File: config.mk
export PLATFORM = sky130hd
export DESIGN_NAME = literal_substring_replacer
export DESIGN_NICKNAME = d
export VERILOG_FILES = /design/src/lsr_pkg.sv /design/src/literal_substring_replacer.sv /design/src/lsr_cell.sv
export SDC_FILE = /design/constraint.sdc
export NUM_CORES = 1
export LEC_CHECK = 0
export BUFFER_PORTS_ARGS = -buffer_cell sky130_fd_sc_hd__buf_2
export CELL_PAD_IN_SITES_DETAIL_PLACEMENT = 1
export CELL_PAD_IN_SITES_GLOBAL_PLACEMENT = 2
export CORE_ASPECT_RATIO = 1.2
export CORE_MARGIN = 3
export CORE_UTILIZATION = 43
export CTS_CLUSTER_SIZE = 14
export DETAILED_ROUTE_END_ITERATION = 16
export HOLD_SLACK_MARGIN = 0.06
export PLACE_DENSITY = 0.88
export SLEW_MARGIN = 20
export SYNTH_ARGS = -nofsm -noshare
export SYNTH_HDL_FRONTEND = slang
export SYNTH_SLANG_ARGS = --single-unit
File: constraint.sdc
create_clock -name clk -period 13.3 [get_ports clk]
set_clock_uncertainty 0.1 [all_clocks]
set_input_delay 3.99 -clock clk [delete_from_list [all_inputs] [get_ports clk]]
set_output_delay 3.99 -clock clk [all_outputs]
set_load 0.005 [all_outputs]
File: src/lsr_pkg.sv
// Package for the literal substring replacer: beat structs, register
// indexes, opcodes and the packed-byte selector.
// No dependencies; every other source file imports it.
`default_nettype none
package lsr_pkg;

  localparam int BYTES_W = 64;
  localparam int LEN_W   = 4;
  localparam int IDX_W   = 2;

  typedef enum logic [IDX_W-1:0] {
    REG_PAT_BYTES = 2'd0,
    REG_PAT_LEN   = 2'd1,
    REG_REP_BYTES = 2'd2,
    REG_REP_LEN   = 2'd3
  } reg_index_t;

  localparam logic OP_DATA = 1'b0;
  localparam logic OP_END  = 1'b1;

  typedef struct packed {
    logic       op;
    logic [7:0] data_byte;
  } in_item_t;

  typedef struct packed {
    logic [7:0] out_byte;
    logic       byte_valid;
    logic       last;
  } out_item_t;

  // Byte idx of a register packed with its first byte in bits 7..0.
  function automatic logic [7:0] packed_byte(input logic [BYTES_W-1:0] bytes,
                                             input logic [2:0] idx);
    packed_byte = bytes[{idx, 3'b000} +: 8];
  endfunction

endpackage
`default_nettype wire

File: src/literal_substring_replacer.sv
// Top level of the literal substring replacer: configuration registers,
// the chain of window cells, the output sequencer and the output register.
// Depends on lsr_pkg and lsr_cell.
//
//   Port group | Direction | Handshake           | Beat contents
//   in_*       | input     | in_valid/in_ready   | in_item_t: op, data_byte
//   out_*      | output    | out_valid/out_ready | out_item_t: out_byte, byte_valid, last
//   cfg_*      | input     | cfg_we only         | cfg_index, cfg_wdata
//
// An input beat is taken every cycle while the output register is free or
// being drained. A beat that yields n > 1 output beats (a replacement longer
// than one byte, or an end-of-string flush of n window bytes) holds in_ready
// low while the output sequencer walks the remaining bytes.
// rst_n is synchronous and active low; it clears the configuration, the
// window fill count, the sequencer state and out_valid. A stall on out_ready
// holds the output beat and, once the output register is full, the input.
`default_nettype none
module literal_substring_replacer #(
  parameter int PATTERN_MAX     = 8,
  parameter int REPLACEMENT_MAX = 8
) (
  input  wire logic                          clk,
  input  wire logic                          rst_n,
  input  wire logic                          in_valid,
  output logic                               in_ready,
  input  wire lsr_pkg::in_item_t             in_data,
  output logic                               out_valid,
  input  wire logic                          out_ready,
  output lsr_pkg::out_item_t                 out_data,
  input  wire logic                          cfg_we,
  input  wire logic [lsr_pkg::IDX_W-1:0]     cfg_index,
  input  wire logic [lsr_pkg::BYTES_W-1:0]   cfg_wdata
);
  import lsr_pkg::*;

  // Lengths saturate at the smaller of the parameter and the eight bytes a
  // 64-bit register holds.
  localparam int WIN_DEPTH = (PATTERN_MAX < 8) ? PATTERN_MAX : 8;
  localparam int REP_LIM   = (REPLACEMENT_MAX < 8) ? REPLACEMENT_MAX : 8;
  localparam logic [LEN_W-1:0] PLIM = LEN_W'(WIN_DEPTH);
  localparam logic [LEN_W-1:0] RLIM = LEN_W'(REP_LIM);

  typedef enum logic [2:0] {
    ST_RUN   = 3'b001,
    ST_FLUSH = 3'b010,
    ST_REPL  = 3'b100
  } seq_state_t;

  // Configuration registers.
  logic [BYTES_W-1:0] pat_bytes_r;
  logic [LEN_W-1:0]   plen_r;
  logic [BYTES_W-1:0] rep_bytes_r;
  logic [LEN_W-1:0]   rlen_r;
  logic [LEN_W-1:0]   cfg_len;

  // Window and sequencer state.
  logic [LEN_W-1:0] count_r, count_nxt;
  logic [LEN_W-1:0] rpos_r, rpos_nxt;
  seq_state_t       state_r, state_nxt;

  // Output register.
  logic      out_valid_r, out_valid_nxt;
  out_item_t out_data_r, out_data_nxt;

  // Chain wiring.
  logic [7:0] cell_d [WIN_DEPTH];
  logic [7:0] cell_q [WIN_DEPTH];
  logic       cell_hit [WIN_DEPTH];
  logic       shift_en;
  logic       match;
  logic [7:0] win_oldest;
  logic [7:0] new_oldest;

  logic       load_ok;
  logic       accept;
  logic [LEN_W-1:0] count_inc;

  assign load_ok   = !out_valid_r || out_ready;
  assign in_ready  = (state_r == ST_RUN) && load_ok;
  assign accept    = in_valid && in_ready;
  assign out_valid = out_valid_r;
  assign out_data  = out_data_r;
  assign count_inc = count_r + LEN_W'(1);

  // A data byte enters the chain only when a pattern is configured.
  assign shift_en = accept && (in_data.op == OP_DATA) && (plen_r != '0);

  // Each cell takes its neighbor's byte on every shift; cell 0 takes the new byte.
  for (genvar k = 0; k < WIN_DEPTH; k++) begin : g_cell
    if (k == 0) begin : g_head
      assign cell_d[k] = in_data.data_byte;
    end else begin : g_link
      assign cell_d[k] = cell_q[k-1];
    end
    lsr_cell #(.CELL_IDX(k)) u_cell (
      .clk      (clk),
      .shift_en (shift_en),
      .d        (cell_d[k]),
      .plen     (plen_r),
      .pattern  (pat_bytes_r),
      .q        (cell_q[k]),
      .hit      (cell_hit[k])
    );
  end

  // The window with the new byte matches when every cell agrees.
  // win_oldest is the oldest stored byte, new_oldest the oldest once the new
  // byte is counted in.
  always_comb begin
    match      = 1'b1;
    win_oldest = '0;
    new_oldest = '0;
    for (int k = 0; k < WIN_DEPTH; k++) begin
      match = match & cell_hit[k];
      if (count_r == LEN_W'(k + 1)) begin
        win_oldest = cell_q[k];
      end
      if (plen_r == LEN_W'(k + 1)) begin
        new_oldest = cell_d[k];
      end
    end
  end

  always_comb begin
    cfg_len = cfg_wdata[LEN_W-1:0];
  end

  always_ff @(posedge clk) begin
    if (!rst_n) begin
      pat_bytes_r <= '0;
      plen_r      <= '0;
      rep_bytes_r <= '0;
      rlen_r      <= '0;
    end else if (cfg_we) begin
      unique case (cfg_index)
        REG_PAT_BYTES: pat_bytes_r <= cfg_wdata;
        REG_PAT_LEN:   plen_r      <= (cfg_len > PLIM) ? PLIM : cfg_len;
        REG_REP_BYTES: rep_bytes_r <= cfg_wdata;
        REG_REP_LEN:   rlen_r      <= (cfg_len > RLIM) ? RLIM : cfg_len;
        default: ;
      endcase
    end
  end

  // Sequencer: single-beat results load the output register at once; longer
  // ones load the first beat and leave the rest to the FLUSH or REPL state.
  always_comb begin
    state_nxt     = state_r;
    count_nxt     = count_r;
    rpos_nxt      = rpos_r;
    out_data_nxt  = out_data_r;
    out_valid_nxt = out_valid_r && !out_ready;

    unique case (state_r)
      ST_RUN: begin
        if (accept) begin
          if (in_data.op == OP_END) begin
            if (count_r == '0) begin
              // Bare end marker.
              out_data_nxt  = '{out_byte: 8'h00, byte_valid: 1'b0, last: 1'b1};
              out_valid_nxt = 1'b1;
            end else begin
              out_data_nxt  = '{out_byte: win_oldest, byte_valid: 1'b1,
                                last: (count_r == LEN_W'(1))};
              out_valid_nxt = 1'b1;
              count_nxt     = count_r - LEN_W'(1);
              if (count_r != LEN_W'(1)) begin
                state_nxt = ST_FLUSH;
              end
            end
          end else if (plen_r == '0) begin
            // No pattern: pass the byte through.
            out_data_nxt  = '{out_byte: in_data.data_byte, byte_valid: 1'b1, last: 1'b0};
            out_valid_nxt = 1'b1;
          end else if (count_inc != plen_r) begin
            count_nxt = count_inc;
          end else if (match) begin
            count_nxt = '0;
            if (rlen_r != '0) begin
              out_data_nxt  = '{out_byte: packed_byte(rep_bytes_r, 3'd0),
                                byte_valid: 1'b1, last: 1'b0};
              out_valid_nxt = 1'b1;
              if (rlen_r != LEN_W'(1)) begin
                rpos_nxt  = LEN_W'(1);
                state_nxt = ST_REPL;
              end
            end
          end else begin
            // Full window without a match: release the oldest byte.
            out_data_nxt  = '{out_byte: new_oldest, byte_valid: 1'b1, last: 1'b0};
            out_valid_nxt = 1'b1;
            count_nxt     = plen_r - LEN_W'(1);
          end
        end
      end
      ST_FLUSH: begin
        if (load_ok) begin
          out_data_nxt  = '{out_byte: win_oldest, byte_valid: 1'b1,
                            last: (count_r == LEN_W'(1))};
          out_valid_nxt = 1'b1;
          count_nxt     = count_r - LEN_W'(1);
          if (count_r == LEN_W'(1)) begin
            state_nxt = ST_RUN;
          end
        end
      end
      ST_REPL: begin
        if (load_ok) begin
          out_data_nxt  = '{out_byte: packed_byte(rep_bytes_r, rpos_r[2:0]),
                            byte_valid: 1'b1, last: 1'b0};
          out_valid_nxt = 1'b1;
          rpos_nxt      = rpos_r + LEN_W'(1);
          if (rpos_r == rlen_r - LEN_W'(1)) begin
            state_nxt = ST_RUN;
          end
        end
      end
      default: state_nxt = ST_RUN;
    endcase

    // Changing the pattern length drops whatever the window holds.
    if (cfg_we && (cfg_index == REG_PAT_LEN)) begin
      count_nxt = '0;
    end
  end

  always_ff @(posedge clk) begin
    if (!rst_n) begin
      state_r     <= ST_RUN;
      count_r     <= '0;
      rpos_r      <= '0;
      out_valid_r <= 1'b0;
    end else begin
      state_r     <= state_nxt;
      count_r     <= count_nxt;
      rpos_r      <= rpos_nxt;
      out_valid_r <= out_valid_nxt;
    end
  end

  always_ff @(posedge clk) begin
    out_data_r <= out_data_nxt;
  end

endmodule
`default_nettype wire

File: src/lsr_cell.sv
// One window cell: holds one byte of the window and compares the byte
// shifting into it with the pattern byte it lines up with.
// Depends on lsr_pkg.
`default_nettype none
module lsr_cell #(
  parameter int CELL_IDX = 0
) (
  input  wire logic                         clk,
  input  wire logic                         shift_en,
  input  wire logic [7:0]                   d,
  input  wire logic [lsr_pkg::LEN_W-1:0]    plen,
  input  wire logic [lsr_pkg::BYTES_W-1:0]  pattern,
  output logic      [7:0]                   q,
  output logic                              hit
);
  import lsr_pkg::*;

  localparam logic [LEN_W-1:0] IDX = LEN_W'(CELL_IDX);

  logic [7:0]       byte_r;
  logic             active;
  logic [LEN_W-1:0] pos;

  // Cell k holds the byte from k beats ago, so it faces pattern byte plen-1-k.
  assign active = IDX < plen;
  assign pos    = plen - IDX - LEN_W'(1);
  assign hit    = !active || (d == packed_byte(pattern, pos[2:0]));
  assign q      = byte_r;

  always_ff @(posedge clk) begin
    if (shift_en) begin
      byte_r <= d;
    end
  end

endmodule
`default_nettype wire

==> out/results.txt <==
run status = finished clean
post-CTS setup buffer count = 0
number of diodes added for antenna fixing = 0
Initial Utilization = 43.77%
Critical Path Max Stage Delay = 0.34 ns
number of fillers in the final layout = 3,698
setup-violating endpoint count in the final report = 0
TritonRoute pass-1 iters = 5
worst hold margin = 0.3645 ns
unrepaired setup endpoints after global routing = no
number of levels in the clock H-tree = 1
hold violation count in the final report = 0
share of final-layout standard cells stronger than drive strength 1 = 18.94%
post-synth design cell area = 0.01459 mm²
TritonCTS clock tree = yes
total global routing track utilization = 28.18%
Worst Slack Setup Final = 4.571 ns
cell breakdown of the critical path = buf_2, nor2b_1, nor2_1, buf_2
post-synthesis cell type with the largest combined area = dfxtp_1
maximum count of clock buffers along a single path = 3
worst-path fanout max = 5
area of the placeable core = 0.03334 mm²
number of enable-type register cells in the synthesized netlist = 74
setup TNS = 0 ns
vias in the first global route = 12,349
proportion of synthesized chip area in sequential cells = 35.53%
clock latency on the worst-skew pair = 0.57 ns
worst-case vdd ir drop = 126.1 µV
number of nets in the synthesized netlist = 1,565
area occupied by multi-input gates = 0.008884 mm²
library cell with the highest instance count after synthesis = nand2_1
remaining global-route overflow = 0
relative max-transition margin = 32.88%
number of sinks handled by clock tree synthesis = 222
CP delay by family, top = simple AND/OR/NAND/NOR gates
Post-route DRC = 0
critical path's most frequent cell = buf_2
weighted congestion at the end of routability-driven global placement = 0.9835
area used by sequential logic in the layout = 0.005191 mm²
number of standard cells in the layout, taps in and fillers out = 1,965
clock period minus worst slack = 8.729 ns
critical path launch point type = input port
maximum number of pins on one net before global-route repair = 83
Die Y-Extent = 207.8 µm
proportion of register bits with asynchronous set or reset after synthesis = 0%
number of different library cells in the post-synthesis netlist = 74
most frequent cells after synthesis = 339 x nand2_1, 148 x dfxtp_1, 128 x a21boi_0, 104 x mux2i_1, 102 x mux4_2
Die Footprint = 0.03619 mm²
Period Utilization, post-route = 65.63%
average wire per standard cell = 26.39 µm
Critical path buffers and inverters = 2
slew of the pin with the lowest slew margin = 1.005 ns
gate count of the mapped netlist = 1,469
total of warnings raised by yosys = 0
type of element capturing the critical path = primary output
DPL Wire Length = 38.34 mm
count of buffers from port buffering = 91
hold_buf cts = 0
number of primary I/O pins = 92
number of nets in the final layout = 1,591
count of standard-cell rows = 73
count of routing violations after the opening detailed-route iteration = 1,304
mean instance size in the synthesized netlist = 9.934 µm²
Area growth, synth to finish = 11.18%
dominant cells by area after synthesis = dfxtp_1 20%, mux4_2 16%, edfxtp_1 15%, nand2_1 8.7%, mux2i_1 7.1%
total count of max-transition violations in the final report = 0
path type of the worst min-delay path = reg2reg
Inst Count DP = 1,916
worst endpoint data arrival time = 4.64 ns
TritonCTS Buffers = 26
register bit total from synthesis = 222
classification of the worst setup path = in2out
fraction of post-synthesis cell area in the top cell type by area = 20.30%
Post-Route Utilization = 48.67%
Place WS = 4.582 ns
remaining antenna violation count = 0
max-cap violation count = 0
Total Routed Length = 51.85 mm
leakage power of the design = 5.300 nW
critical path's slowest cell = nor2b_1
post-CTS resize count = 0
power density over the cells = 110.2 mW/mm²
total vias in the final route = 11,984
clock transition time at the flip-flop clock pins of the worst setup and hold paths = 0.06 ns
via count normalized by instance count = 6.099
global-route wire length before repair = 78.57 mm
highest achievable clock rate = 114.6 MHz
Primary FF master, synth = dfxtp_1
number of antenna violations at the first check in global routing = 0
DIE WIDTH = 174.2 µm
Root Buffer = clkbuf_16
endpoint required time on the critical path = 9.21 ns
## per-stage QoR
| stage | cell area [µm²] | total power, W |
|---|---|---|
| floorplan | 14590 | 0.0009206 |
| global placement | 15250 | 0.001006 |
| detailed placement | 15250 | 0.001013 |
| CTS | 16190 | 0.001799 |
| global route | 16220 | 0.001850 |
| finish | 16220 | 0.001788 |
## cell families after synthesis
family,after synthesis,synth area share [%]
AOI/OAI and AO/OA,324,15.53
xor gates and xnor gates,89,5.676
adders and majority gates,16,1.372
buffers and inverters,120,3.867
DFF,222,35.53
muxes,209,23.11
and+or+nand+nor,489,14.92
## state kept, by name, indices dropped and copies added, names as in the netlist
register         count
plen_r               4
count_r              4
out_data            10
out_valid            1
rep_bytes_r         64
rpos_r               4
pat_bytes_r         64
rlen_r               4
g_cell.u_cell.q     64
state_r              3
## path summary, 6_finish.rpt
check | from | to | slack (ns) | cells past startpoint
hold reg to reg | rep_bytes_r[31]$_SDFFE_PN0P_ | rep_bytes_r[31]$_SDFFE_PN0P_ | 0.36 | 2
hold / removal | rep_bytes_r[31]$_SDFFE_PN0P_ | rep_bytes_r[31]$_SDFFE_PN0P_ | 0.36 | 2
setup reg to reg | plen_r[0]$_SDFFE_PN0P_ | out_data[7]$_DFFE_PP_ | 8.00 | 14
setup / recovery | out_ready | in_ready | 4.57 | 4
## final cells by class
| class | instances | area share, % |
|---|---|---|
| multi-input combinational | 1127 | 54.75 |
| clock inverter | 16 | 1.280 |
| inverter | 10 | 0.2314 |
| sequential | 222 | 32.00 |
| clock buffer | 32 | 4.535 |
| timing repair buffer | 108 | 3.733 |
| tap | 450 | 3.470 |
## power by group
group          internal [W]  switching (W)  total (W)
Sequential         0.000724      0.0000328   0.000757
Combinational     0.0000991       0.000144   0.000243
Clock              0.000473       0.000315   0.000787
## metal layers
metal	global-route usage, %	share of wire (%)	vias up
met2	48.87	50	340
li1	-	-	5446
met1	36.41	41	6103
met5	0	0	-
met3	3.330	4.9	95
met4	9.767	3.9	0
## layout by cell type (no fill, tap or decap), types with 5 or more instances in the layout
cell and count:
o21ai_0 47, inv_1 6, buf_2 90, nor3b_1 7, nor3_1 12, nand2b_1 11
a21boi_0 128, nand3b_1 18, nand3_1 13, clkbuf_16 28, mux2i_1 104, nand2_1 339
a32oi_1 8, nand4_1 15, o21ai_1 10, buf_4 17, a221oi_1 9, dfxtp_1 145
a211oi_1 11, xnor2_1 31, nor4_1 5, ha_1 15, nor2b_1 14, a21oi_1 54
edfxtp_1 74, mux4_2 102, o311ai_0 8, nor2_1 33, and2_1 5, xor2_1 54
a22oi_1 16
## worst reg2reg max path, cell delays in order (launching register included)
cell and delay [ns]:
dfxtp_4 0.58, inv_2 0.06, buf_4 0.32, ha_4 0.64, buf_16 0.34, mux4_2 0.59, mux2i_1 0.32, xor2_1 0.19
nand3_1 0.13, a2111oi_4 0.36, a21oi_1 0.17, nor4_4 0.45, nand2_4 0.27, o22ai_2 0.21, o22ai_2 0.24
(Power assumes the default switching activity.)
